File: src/hdl/temperature_reading_statistics_defines.svh
// assertion helpers used by the top-level file that checks the block
`ifndef TEMPERATURE_READING_STATISTICS_DEFINES_SVH
`define TEMPERATURE_READING_STATISTICS_DEFINES_SVH

// same-cycle implication, off during reset
`define TRS_ASSERT_IMPL(label, clk, rst, ante, cons, msg) \
   label: assert property (@(posedge clk) disable iff (rst) (ante) |-> (cons)) \
      else $error(msg);

// next-cycle implication, off during reset
`define TRS_ASSERT_NEXT(label, clk, rst, ante, cons, msg) \
   label: assert property (@(posedge clk) disable iff (rst) (ante) |=> (cons)) \
      else $error(msg);

`endif

File: src/hdl/trs_pkg.sv
package trs_pkg;

   localparam int RAW_W     = 12;
   localparam int VAL_W     = 11;
   localparam int CNT_W     = 13;
   localparam int SUM_W     = 23;
   localparam int CSR_IDX_W = 2;
   localparam int CSR_W     = 11;
   localparam int BAND_W    = 2;
   localparam int NUM_BANDS = 4;

   localparam int CNT_MAX           = 8191;
   localparam int MAX_READINGS_DEF  = 4096;
   localparam int QUEUE_DEPTH_DEF   = 4;

   // register indexes
   localparam logic [CSR_IDX_W-1:0] CSR_ALARM_LEVEL    = 2'd0;
   localparam logic [CSR_IDX_W-1:0] CSR_NORMAL_LIMIT   = 2'd1;
   localparam logic [CSR_IDX_W-1:0] CSR_WARNING_LIMIT  = 2'd2;
   localparam logic [CSR_IDX_W-1:0] CSR_CRITICAL_LIMIT = 2'd3;

   localparam logic [CSR_W-1:0] ALARM_LEVEL_RST    = 11'd450;
   localparam logic [CSR_W-1:0] NORMAL_LIMIT_RST   = 11'd290;
   localparam logic [CSR_W-1:0] WARNING_LIMIT_RST  = 11'd440;
   localparam logic [CSR_W-1:0] CRITICAL_LIMIT_RST = 11'd590;

   // band codes
   localparam logic [BAND_W-1:0] BAND_NORMAL   = 2'd0;
   localparam logic [BAND_W-1:0] BAND_WARNING  = 2'd1;
   localparam logic [BAND_W-1:0] BAND_CRITICAL = 2'd2;
   localparam logic [BAND_W-1:0] BAND_SHUTDOWN = 2'd3;

   typedef struct packed {
      logic signed [RAW_W-1:0] reading;
      logic                    last;
   } req_type;

   typedef struct packed {
      logic [VAL_W-1:0] min_reading;
      logic [VAL_W-1:0] max_reading;
      logic [VAL_W-1:0] avg_reading;
      logic [CNT_W-1:0] valid_count;
      logic [CNT_W-1:0] error_count;
      logic [CNT_W-1:0] first_alarm_position;
      logic [VAL_W-1:0] first_alarm_value;
      logic [CNT_W-1:0] normal_count;
      logic [CNT_W-1:0] warning_count;
      logic [CNT_W-1:0] critical_count;
      logic [CNT_W-1:0] shutdown_count;
      logic             none_valid;
   } rsp_type;

   // classified reading as it sits in the queue
   typedef struct packed {
      logic              last;
      logic              err;
      logic              ge_alarm;
      logic [BAND_W-1:0] band;
      logic [VAL_W-1:0]  value;
   } entry_type;

   typedef struct packed {
      logic div_start;
      logic div_busy;
      logic snap_pending;
   } back_status_type;

   function automatic logic [CNT_W-1:0] bump(input logic [CNT_W-1:0] c,
                                             input logic [CNT_W-1:0] cap);
      return (c < cap) ? c + 1'b1 : c;
   endfunction

endpackage

File: src/hdl/temperature_reading_statistics.sv
// Batch statistics over temperature readings in tenths of a degree. Readings enter on the
// req_ channel, one per cycle while req_stall is low; req_data.last closes a batch, and one
// rsp_ transaction then carries min, max, rounded average, counts, the first alarm reading and
// the four band counts. Negative readings are counted as errors only. Readings are classified
// against the csr_ limits on entry and queued (QUEUE_DEPTH entries) ahead of the accumulator,
// which takes one reading a cycle unless a final reading is held back. The average comes
// from a restoring divider that yields one quotient bit a cycle; a following batch streams on
// meanwhile, but its final reading holds in the queue until the previous result has moved
// into the output register. Counters saturate at MAX_READINGS (at most 8191). The user must
// write limits only while the block is idle; the block itself does not enforce this.
`include "temperature_reading_statistics_defines.svh"

module temperature_reading_statistics #(
   parameter int MAX_READINGS = trs_pkg::MAX_READINGS_DEF,
   parameter int QUEUE_DEPTH  = trs_pkg::QUEUE_DEPTH_DEF
) (
   input  logic                          clock,
   input  logic                          reset,
   input  logic                          csr_wr_en,
   input  logic [trs_pkg::CSR_IDX_W-1:0] csr_index,
   input  logic [trs_pkg::CSR_W-1:0]     csr_wr_data,
   input  logic                          req_valid,
   output logic                          req_stall,
   input  trs_pkg::req_type              req_data,
   output logic                          rsp_valid,
   input  logic                          rsp_stall,
   output trs_pkg::rsp_type              rsp_data
);

   logic                     push, pop, q_full, head_valid;
   trs_pkg::entry_type       entry, head_data;
   trs_pkg::back_status_type stat;

   assign req_stall = q_full;

   trs_front u_front (
      .clock       (clock),
      .reset       (reset),
      .csr_wr_en   (csr_wr_en),
      .csr_index   (csr_index),
      .csr_wr_data (csr_wr_data),
      .req_valid   (req_valid),
      .req_data    (req_data),
      .q_full      (q_full),
      .push        (push),
      .entry       (entry)
   );

   trs_fifo #(
      .DEPTH (QUEUE_DEPTH)
   ) u_fifo (
      .clock      (clock),
      .reset      (reset),
      .push       (push),
      .push_data  (entry),
      .pop        (pop),
      .full       (q_full),
      .head_valid (head_valid),
      .head_data  (head_data)
   );

   trs_back #(
      .MAX_READINGS (MAX_READINGS)
   ) u_back (
      .clock      (clock),
      .reset      (reset),
      .head_valid (head_valid),
      .head_data  (head_data),
      .pop        (pop),
      .rsp_valid  (rsp_valid),
      .rsp_stall  (rsp_stall),
      .rsp_data   (rsp_data),
      .status     (stat)
   );

   `TRS_ASSERT_IMPL(a_no_snap_overwrite, clock, reset, stat.div_start, !stat.snap_pending, "final reading taken while a result is pending")
   `TRS_ASSERT_NEXT(a_div_runs, clock, reset, stat.div_start, stat.div_busy && stat.snap_pending, "divider did not start")
   `TRS_ASSERT_IMPL(a_empty_batch, clock, reset, rsp_valid && rsp_data.none_valid, rsp_data.min_reading == 0 && rsp_data.max_reading == 0 && rsp_data.avg_reading == 0 && rsp_data.first_alarm_position == 0, "empty batch with nonzero statistics")
   `TRS_ASSERT_IMPL(a_min_max, clock, reset, rsp_valid && !rsp_data.none_valid, rsp_data.min_reading <= rsp_data.max_reading, "min above max")

endmodule

File: src/hdl/trs_front.sv
module trs_front (
   input  logic                             clock,
   input  logic                             reset,
   input  logic                             csr_wr_en,
   input  logic [trs_pkg::CSR_IDX_W-1:0]    csr_index,
   input  logic [trs_pkg::CSR_W-1:0]        csr_wr_data,
   input  logic                             req_valid,
   input  trs_pkg::req_type                 req_data,
   input  logic                             q_full,
   output logic                             push,
   output trs_pkg::entry_type               entry
);

   logic [trs_pkg::CSR_W-1:0] alarm_ff, alarm_in;
   logic [trs_pkg::CSR_W-1:0] normal_ff, normal_in;
   logic [trs_pkg::CSR_W-1:0] warning_ff, warning_in;
   logic [trs_pkg::CSR_W-1:0] critical_ff, critical_in;
   logic [trs_pkg::VAL_W-1:0] value;

   always_comb begin
      alarm_in    = alarm_ff;
      normal_in   = normal_ff;
      warning_in  = warning_ff;
      critical_in = critical_ff;
      if (csr_wr_en) begin
         unique case (csr_index)
            trs_pkg::CSR_ALARM_LEVEL:    alarm_in    = csr_wr_data;
            trs_pkg::CSR_NORMAL_LIMIT:   normal_in   = csr_wr_data;
            trs_pkg::CSR_WARNING_LIMIT:  warning_in  = csr_wr_data;
            trs_pkg::CSR_CRITICAL_LIMIT: critical_in = csr_wr_data;
            default: ;
         endcase
      end
   end

   always_ff @(posedge clock) begin
      if (reset) begin
         alarm_ff    <= trs_pkg::ALARM_LEVEL_RST;
         normal_ff   <= trs_pkg::NORMAL_LIMIT_RST;
         warning_ff  <= trs_pkg::WARNING_LIMIT_RST;
         critical_ff <= trs_pkg::CRITICAL_LIMIT_RST;
      end else begin
         alarm_ff    <= alarm_in;
         normal_ff   <= normal_in;
         warning_ff  <= warning_in;
         critical_ff <= critical_in;
      end
   end

   assign value = req_data.reading[trs_pkg::VAL_W-1:0];
   assign push  = req_valid && !q_full;

   always_comb begin
      entry.last     = req_data.last;
      entry.err      = req_data.reading[trs_pkg::RAW_W-1];
      entry.ge_alarm = (value >= alarm_ff);
      entry.value    = value;
      // first band test that holds wins, even with unordered limits
      if (value <= normal_ff) begin
         entry.band = trs_pkg::BAND_NORMAL;
      end else if (value <= warning_ff) begin
         entry.band = trs_pkg::BAND_WARNING;
      end else if (value <= critical_ff) begin
         entry.band = trs_pkg::BAND_CRITICAL;
      end else begin
         entry.band = trs_pkg::BAND_SHUTDOWN;
      end
   end

endmodule

File: src/hdl/trs_fifo.sv
module trs_fifo #(
   parameter int DEPTH = trs_pkg::QUEUE_DEPTH_DEF
) (
   input  logic               clock,
   input  logic               reset,
   input  logic               push,
   input  trs_pkg::entry_type push_data,
   input  logic               pop,
   output logic               full,
   output logic               head_valid,
   output trs_pkg::entry_type head_data
);

   localparam int PTR_W = (DEPTH > 1) ? $clog2(DEPTH) : 1;
   localparam int CNT_W = $clog2(DEPTH + 1);
   localparam logic [PTR_W-1:0] LAST_PTR = PTR_W'(DEPTH - 1);
   localparam logic [CNT_W-1:0] FULL_CNT = CNT_W'(DEPTH);

   trs_pkg::entry_type mem_ff [DEPTH];
   logic [PTR_W-1:0] wr_ptr_ff, wr_ptr_in;
   logic [PTR_W-1:0] rd_ptr_ff, rd_ptr_in;
   logic [CNT_W-1:0] count_ff, count_in;
   logic             do_push, do_pop;

   assign full       = (count_ff == FULL_CNT);
   assign head_valid = (count_ff != '0);
   assign head_data  = mem_ff[rd_ptr_ff];
   assign do_push    = push && !full;
   assign do_pop     = pop && head_valid;

   always_comb begin
      wr_ptr_in = wr_ptr_ff;
      rd_ptr_in = rd_ptr_ff;
      count_in  = count_ff;
      if (do_push) begin
         wr_ptr_in = (wr_ptr_ff == LAST_PTR) ? '0 : wr_ptr_ff + 1'b1;
      end
      if (do_pop) begin
         rd_ptr_in = (rd_ptr_ff == LAST_PTR) ? '0 : rd_ptr_ff + 1'b1;
      end
      if (do_push && !do_pop) begin
         count_in = count_ff + 1'b1;
      end else if (do_pop && !do_push) begin
         count_in = count_ff - 1'b1;
      end
   end

   always_ff @(posedge clock) begin
      if (reset) begin
         wr_ptr_ff <= '0;
         rd_ptr_ff <= '0;
         count_ff  <= '0;
      end else begin
         wr_ptr_ff <= wr_ptr_in;
         rd_ptr_ff <= rd_ptr_in;
         count_ff  <= count_in;
      end
   end

   always_ff @(posedge clock) begin
      if (do_push) begin
         mem_ff[wr_ptr_ff] <= push_data;
      end
   end

endmodule

File: src/hdl/trs_back.sv
module trs_back #(
   parameter int MAX_READINGS = trs_pkg::MAX_READINGS_DEF
) (
   input  logic                     clock,
   input  logic                     reset,
   input  logic                     head_valid,
   input  trs_pkg::entry_type       head_data,
   output logic                     pop,
   output logic                     rsp_valid,
   input  logic                     rsp_stall,
   output trs_pkg::rsp_type         rsp_data,
   output trs_pkg::back_status_type status
);

   localparam int VW = trs_pkg::VAL_W;
   localparam int CW = trs_pkg::CNT_W;
   localparam int SW = trs_pkg::SUM_W;
   localparam int DIV_W = SW + 1;
   localparam int DCNT_W = $clog2(DIV_W);
   localparam logic [DCNT_W-1:0] DIV_LAST = DCNT_W'(DIV_W - 1);
   localparam logic [CW-1:0] CNT_CAP = (MAX_READINGS > trs_pkg::CNT_MAX) ?
                                       CW'(trs_pkg::CNT_MAX) : CW'(MAX_READINGS);

   // batch state
   logic [SW-1:0] sum_ff, sum_in, sum_nx;
   logic [VW-1:0] min_ff, min_in, min_nx;
   logic [VW-1:0] max_ff, max_in, max_nx;
   logic          seen_ff, seen_in, seen_nx;
   logic [CW-1:0] pos_ff, pos_in, pos_nx;
   logic [CW-1:0] vtot_ff, vtot_in, vtot_nx;
   logic [CW-1:0] etot_ff, etot_in, etot_nx;
   logic [CW-1:0] apos_ff, apos_in, apos_nx;
   logic [VW-1:0] aval_ff, aval_in, aval_nx;
   logic [CW-1:0] band_ff [trs_pkg::NUM_BANDS];
   logic [CW-1:0] band_in [trs_pkg::NUM_BANDS];
   logic [CW-1:0] band_nx [trs_pkg::NUM_BANDS];

   // average divider and the finished batch waiting on it
   logic              div_busy_ff, div_busy_in;
   logic [DCNT_W-1:0] div_cnt_ff, div_cnt_in;
   logic [CW-1:0]     div_rem_ff, div_rem_in;
   logic [DIV_W-1:0]  div_quo_ff, div_quo_in;
   logic [CW-1:0]     div_den_ff, div_den_in;
   logic [CW:0]       rem_sh;
   logic              snap_pending_ff, snap_pending_in;
   trs_pkg::rsp_type  snap_ff, snap_in;
   logic              rsp_valid_ff, rsp_valid_in;
   trs_pkg::rsp_type  rsp_data_ff, rsp_data_in;

   logic [DIV_W-1:0] sum_wide;
   logic             start, move, ok;
   logic [VW-1:0]    avg;

   assign ok    = !head_data.err;
   // a final reading waits until the previous result has moved into the output register
   assign pop   = head_valid && (!head_data.last || !snap_pending_ff);
   assign start = pop && head_data.last;
   assign move  = snap_pending_ff && !div_busy_ff && (!rsp_valid_ff || !rsp_stall);

   always_comb begin
      pos_nx   = trs_pkg::bump(pos_ff, CNT_CAP);
      etot_nx  = ok ? etot_ff : trs_pkg::bump(etot_ff, CNT_CAP);
      vtot_nx  = ok ? trs_pkg::bump(vtot_ff, CNT_CAP) : vtot_ff;
      seen_nx  = seen_ff || ok;
      min_nx   = min_ff;
      max_nx   = max_ff;
      if (ok && (!seen_ff || head_data.value < min_ff)) min_nx = head_data.value;
      if (ok && (!seen_ff || head_data.value > max_ff)) max_nx = head_data.value;
      sum_wide = {1'b0, sum_ff} + DIV_W'(head_data.value);
      sum_nx   = sum_ff;
      if (ok) sum_nx = sum_wide[SW] ? {SW{1'b1}} : sum_wide[SW-1:0];
      apos_nx  = apos_ff;
      aval_nx  = aval_ff;
      if (ok && apos_ff == '0 && head_data.ge_alarm) begin
         apos_nx = pos_nx;
         aval_nx = head_data.value;
      end
      for (int b = 0; b < trs_pkg::NUM_BANDS; b++) begin
         band_nx[b] = (ok && head_data.band == trs_pkg::BAND_W'(b)) ?
                      trs_pkg::bump(band_ff[b], CNT_CAP) : band_ff[b];
      end
   end

   always_comb begin
      sum_in  = sum_ff;
      min_in  = min_ff;
      max_in  = max_ff;
      seen_in = seen_ff;
      pos_in  = pos_ff;
      vtot_in = vtot_ff;
      etot_in = etot_ff;
      apos_in = apos_ff;
      aval_in = aval_ff;
      for (int b = 0; b < trs_pkg::NUM_BANDS; b++) band_in[b] = band_ff[b];
      if (pop) begin
         if (head_data.last) begin
            sum_in  = '0;
            min_in  = '0;
            max_in  = '0;
            seen_in = 1'b0;
            pos_in  = '0;
            vtot_in = '0;
            etot_in = '0;
            apos_in = '0;
            aval_in = '0;
            for (int b = 0; b < trs_pkg::NUM_BANDS; b++) band_in[b] = '0;
         end else begin
            sum_in  = sum_nx;
            min_in  = min_nx;
            max_in  = max_nx;
            seen_in = seen_nx;
            pos_in  = pos_nx;
            vtot_in = vtot_nx;
            etot_in = etot_nx;
            apos_in = apos_nx;
            aval_in = aval_nx;
            for (int b = 0; b < trs_pkg::NUM_BANDS; b++) band_in[b] = band_nx[b];
         end
      end
   end

   // restoring divider, one quotient bit a cycle
   always_comb begin
      div_busy_in = div_busy_ff;
      div_cnt_in  = div_cnt_ff;
      div_rem_in  = div_rem_ff;
      div_quo_in  = div_quo_ff;
      div_den_in  = div_den_ff;
      rem_sh      = {div_rem_ff, div_quo_ff[DIV_W-1]};
      snap_in     = snap_ff;
      if (start) begin
         div_busy_in = 1'b1;
         div_cnt_in  = '0;
         div_rem_in  = '0;
         // rounding half up: add half the divisor first
         div_quo_in  = {1'b0, sum_nx} + DIV_W'(vtot_nx >> 1);
         div_den_in  = vtot_nx;
         snap_in.min_reading          = min_nx;
         snap_in.max_reading          = max_nx;
         snap_in.avg_reading          = '0;
         snap_in.valid_count          = vtot_nx;
         snap_in.error_count          = etot_nx;
         snap_in.first_alarm_position = apos_nx;
         snap_in.first_alarm_value    = aval_nx;
         snap_in.normal_count         = band_nx[trs_pkg::BAND_NORMAL];
         snap_in.warning_count        = band_nx[trs_pkg::BAND_WARNING];
         snap_in.critical_count       = band_nx[trs_pkg::BAND_CRITICAL];
         snap_in.shutdown_count       = band_nx[trs_pkg::BAND_SHUTDOWN];
         snap_in.none_valid           = (vtot_nx == '0);
      end else if (div_busy_ff) begin
         // the remainder stays below the divisor, so it fits the counter width
         if (rem_sh >= {1'b0, div_den_ff}) begin
            div_rem_in = rem_sh[CW-1:0] - div_den_ff;
            div_quo_in = {div_quo_ff[DIV_W-2:0], 1'b1};
         end else begin
            div_rem_in = rem_sh[CW-1:0];
            div_quo_in = {div_quo_ff[DIV_W-2:0], 1'b0};
         end
         div_cnt_in = div_cnt_ff + 1'b1;
         if (div_cnt_ff == DIV_LAST) div_busy_in = 1'b0;
      end
   end

   always_comb begin
      if (snap_ff.none_valid) begin
         avg = '0;
      end else if (|div_quo_ff[DIV_W-1:VW]) begin
         avg = {VW{1'b1}};
      end else begin
         avg = div_quo_ff[VW-1:0];
      end
      rsp_data_in = rsp_data_ff;
      if (move) begin
         rsp_data_in             = snap_ff;
         rsp_data_in.avg_reading = avg;
      end
      rsp_valid_in    = move || (rsp_valid_ff && rsp_stall);
      snap_pending_in = start ? 1'b1 : (move ? 1'b0 : snap_pending_ff);
   end

   always_ff @(posedge clock) begin
      if (reset) begin
         sum_ff          <= '0;
         min_ff          <= '0;
         max_ff          <= '0;
         seen_ff         <= 1'b0;
         pos_ff          <= '0;
         vtot_ff         <= '0;
         etot_ff         <= '0;
         apos_ff         <= '0;
         aval_ff         <= '0;
         for (int b = 0; b < trs_pkg::NUM_BANDS; b++) band_ff[b] <= '0;
         div_busy_ff     <= 1'b0;
         div_cnt_ff      <= '0;
         snap_pending_ff <= 1'b0;
         rsp_valid_ff    <= 1'b0;
      end else begin
         sum_ff          <= sum_in;
         min_ff          <= min_in;
         max_ff          <= max_in;
         seen_ff         <= seen_in;
         pos_ff          <= pos_in;
         vtot_ff         <= vtot_in;
         etot_ff         <= etot_in;
         apos_ff         <= apos_in;
         aval_ff         <= aval_in;
         for (int b = 0; b < trs_pkg::NUM_BANDS; b++) band_ff[b] <= band_in[b];
         div_busy_ff     <= div_busy_in;
         div_cnt_ff      <= div_cnt_in;
         snap_pending_ff <= snap_pending_in;
         rsp_valid_ff    <= rsp_valid_in;
      end
   end

   always_ff @(posedge clock) begin
      div_rem_ff  <= div_rem_in;
      div_quo_ff  <= div_quo_in;
      div_den_ff  <= div_den_in;
      snap_ff     <= snap_in;
      rsp_data_ff <= rsp_data_in;
   end

   assign rsp_valid           = rsp_valid_ff;
   assign rsp_data            = rsp_data_ff;
   assign status.div_start    = start;
   assign status.div_busy     = div_busy_ff;
   assign status.snap_pending = snap_pending_ff;

endmodule

File: config.mk
export PLATFORM = sky130hd
export DESIGN_NAME = temperature_reading_statistics
export DESIGN_NICKNAME = d
export VERILOG_FILES = /design/src/hdl/trs_pkg.sv /design/src/hdl/temperature_reading_statistics.sv /design/src/hdl/trs_front.sv /design/src/hdl/trs_fifo.sv /design/src/hdl/trs_back.sv
export VERILOG_INCLUDE_DIRS = /design/src /design/src/hdl
export SDC_FILE = /design/constraint.sdc
export NUM_CORES = 1
export LEC_CHECK = 0
export ABC_AREA = 1
export BUFFER_PORTS_ARGS = -buffer_cell sky130_fd_sc_hd__buf_2
export CAP_MARGIN = 0
export CORE_MARGIN = 5
export CORE_UTILIZATION = 55
export CTS_CLUSTER_DIAMETER = 100
export CTS_CLUSTER_SIZE = 24
export DETAILED_ROUTE_END_ITERATION = 10
export PLACE_DENSITY_LB_ADDON = 0.08
export REMOVE_ABC_BUFFERS = 1
export SETUP_SLACK_MARGIN = 0.1
export SLEW_MARGIN = 20
export SYNTH_ARGS = -nofsm -noshare
export SYNTH_HDL_FRONTEND = slang
export SYNTH_HIERARCHICAL = 1
export SYNTH_SLANG_ARGS = --single-unit
File: constraint.sdc
create_clock -name clock -period 7.15 [get_ports clock]
set_input_delay 0.3575 -clock clock [delete_from_list [all_inputs] [get_ports clock]]
set_output_delay 0.3575 -clock clock [all_outputs]
set_load 0.005 [all_outputs]
==> results.md <==
- In this run the number of H-tree levels came out at 1.
- The post-detailed-route wirelength per cell is between 15 and 20 µm.
- At the later pin of the worst-skew pair, clock insertion delay measures ~600 ps.
- The clock net in this run drives a total of between 500 and 600 sinks.
- The first-pass GRT wire length is just over 90000 µm.
- The total of endpoints with negative setup slack in the final report is 0.
- Relative to the synthesized area, the layout overhead comes to 7.89%.
- The total grt overflow is 0.
- The clock period minus worst slack is 5550 ps.
- The first routing iteration left ~1400 violations.
- The initial standard-cell utilization of the core is a little under three fifths.
- The cell occurring most often along the worst timing path is nand2_1.
- The final instance area is ~0.029 mm².
- The clock network burns about 16% of the power.
- The core region is about 0.048 mm².
- The remaining design rule violation count is 0.
- The achievable clock frequency is approximately 0.18 GHz.
- The combinational share of power is approximately 36%.
- The number of top-level pins is 169.
- The floorplan step set the die height to between 200 and 250 µm.
- The setup path with the least slack is of type register to register.
- The portion of the clock cycle consumed by the worst path in the final layout is between 70% and 80%.
- The count of nets left with antenna violations after detail routing is 0.
- After detailed placement, the total cell area comes to between 0.02 and 0.03 mm².
- No sink is reached through more buffers than the 3 on the longest clock path.
- The die width is 229 µm.
- The worst-case IR drop observed on VDD is between 0.0002 and 0.0003 V.
- At the pin with the least slew margin, the transition time is ~1100 ps.
- Max-cap violations in this run came to 0.
- The largest individual stage delay along the critical path comes from the cell o22ai_1.
- Per report_power, the sequential group accounts for around 48% of the total.
- The placer congestion estimate is slightly below 0.9.
- In the final layout, the share of cells above drive strength 1 is about a tenth.
- The setup TNS is 0 ps.
- The sequential cells in the finished layout cover a total of between 0.015 and 0.02 mm².
- The number of antenna violations at the first check in global routing is 2.
- The total chip power is around 11 mW.
- The total internal power is slightly below 7 mW.
- The number of buffers created by CTS is 28.
- The root buffer selected by CTS is clkbuf_16.
- The number of max-slew violations in the final report came to 0.
- The clock tree from TritonCTS is built.
- The final wirelength is between 50000 and 60000 µm.
- STA puts the critical path data arrival time at roughly 5900 ps.
- The global router's overall resource usage is between 20% and 30%.
- For this run, the slowest stage of the critical path takes 560 ps.
- The startpoint type of the worst setup path is a register.
- For this run, the detailed router's first-pass iteration total came to 5.
- The maximum net fanout on the critical path is 33.
- For this run, the number of Yosys warnings is 6.
- The full die area is about 0.053 mm².
- The multi-input gate area in the final layout is between 0.009 and 0.01 mm².
- For this design the total switching power over the nets is between 4 and 5 mW.
- The number of vias in the routed layout is about 19000.
- The worst hold path class is primary input to register.
- The hold violation count in the final report is 0.
- The HPWL after detailed placement is just under 40000 µm.
- The worst setup path is captured at a register.
- Setup repair after global routing left no endpoint under its margin.
- The library cell used most frequently in the layout, excluding fill and tap cells, is nand2_1.
- The cell family with the largest share of critical-path delay is simple AND/OR/NAND/NOR gates.
- The clock-pin transition on the worst setup and hold timing paths is around 100 ps.
- Summing every instance area after synthesis gives approximately 0.026 mm².
- The average via count per standard cell is around 5.3.
- The number of nets in the finished design is 3013.
- The count of buffers added on input and output ports is 168.
- Together, buffers and inverters on the worst path number 4.
- Measured against its own limit, the worst slew margin works out to a little over a quarter.
- The top cell types in the final layout, fill and taps aside, are nand2_1 (656), edfxtp_1 (349), inv_1 (296).
- Dividing total power by cell area gives a power density of ~380 mW/mm².
- The mean instance size in the synthesized netlist is 9.59 µm².
- The cell count after synthesis came out at approximately 2800.
- The floorplan has 80 rows.
- The reported leakage power is about 11 nW.
- Net switching is about two fifths of the power.
- The number of fill cells in the layout is 4077.
- The data required time of the worst path is roughly 7500 ps.
- Entering global routing, the biggest net connects between 90 and 100 pins.
- Hold timing on the final database bottoms out at a slack of approximately 28 ps.
- The number of global-route vias before repair is 18221.
- The run finished with clean final reports.
- Between clock sinks in the finished design, the worst skew comes to ~22 ps.
state kept, by name, summed over array words and instances (netlist names), 2 cells and up, named ones only:
register,flops
u_fifo/mem_ff,64
u_front/alarm_ff,11
u_back/band_ff,52
u_front/critical_ff,11
u_front/warning_ff,11
u_back/snap_ff,125
u_fifo/count_ff,3
u_back/min_ff,11
u_fifo/rd_ptr_ff,2
u_front/normal_ff,11
u_back/rsp_data,136
u_back/vtot_ff,13
u_back/div_quo_ff,24
u_back/div_rem_ff,13
u_back/aval_ff,11
u_back/div_cnt_ff,5
u_back/max_ff,11
u_fifo/wr_ptr_ff,2
u_back/sum_ff,23
u_back/apos_ff,13
u_back/pos_ff,13
u_back/etot_ff,13
worst register-to-register path, stage by stage, from the launching register on:
cell and delay (ps):
dfxtp_1 310, buf_4 230, inv_2 460, nor2_1 100, o22ai_1 560, ha_1 390, nand2_1 100, inv_1 40
a21oi_1 130, nand3_1 350, nand3_1 210, nand2_1 240, o22ai_1 340, inv_1 110, ha_1 290, nand3_1 70
nand2_1 110, a21oi_1 110, o21ai_0 360, nand2_1 100, nand3_1 120, nand3_1 90, nand2_2 170, nand2_2 70
xor2_1 140, nand2_1 50, nand2_1 60
cell type report:
| type | instances | share of cell area [%] |
|---|---|---|
| Clock buffer | 50 | 2.82 |
| Sequential cell | 584 | 53.2 |
| Clock inverter | 2 | 0.0746 |
| Tap cell | 615 | 2.70 |
| Antenna cell | 1 | 0.00877 |
| Timing Repair Buffer | 185 | 3.43 |
| Inverter | 308 | 4.08 |
| Multi-Input combinational cell | 1756 | 33.7 |
worst paths after layout:
kind / startpoint / end / slack (ps) / cells past startpoint
worst max-delay path: register / u_back/div_quo_ff[15] / 1600 / 26
worst max register to register: register / u_back/div_quo_ff[15] / 1600 / 26
worst min-delay path: req_data[1] / u_fifo/mem_ff[3][0] / 30 / 1
worst min register to register: u_back/snap_ff[85] / u_back/rsp_data[85] / 420 / 0
routing by layer:
| metal | track usage [%] | up-vias | part of all wire [%] |
|---|---|---|---|
| met5 | 0 | - | 0.023 |
| met4 | 4.59 | 2 | 1.9 |
| met3 | 2.32 | 73 | 4.0 |
| met2 | 36.3 | 352 | 49 |
| met1 | 28.3 | 8872 | 45 |
| li1 | - | 9397 | - |
repair_timing:
| action | CTS | global route |
|---|---|---|
| endpoints found under the hold margin | 9 | 0 |
| hold buffers | 3 | 0 |
| setup buffers | 0 | 0 |
| resized for setup | 0 | 0 |
power by group through the flow:
stage / clock, mW / sequential, mW / combinational, mW
after floorplan: 0 / 5.27 / 2.55
after global placement: 0 / 5.25 / 3.86
after detailed placement: 0 / 5.29 / 3.96
after CTS: 1.86 / 5.21 / 3.97
after global routing: 2.00 / 5.30 / 4.45
final: 1.80 / 5.20 / 3.94
through the flow:
step,utilization [%],setup slack (ps),std cells
2_1_floorplan,-,-2190,2648
3_3_place_gp,58.1,1820,3445
3_5_place_dp,58.1,1560,3445
4_1_cts,59.9,1550,3500
5_1_grt,59.9,1010,3501
6_report,59.9,1600,3501
Power figures use the tool's default switching activity.
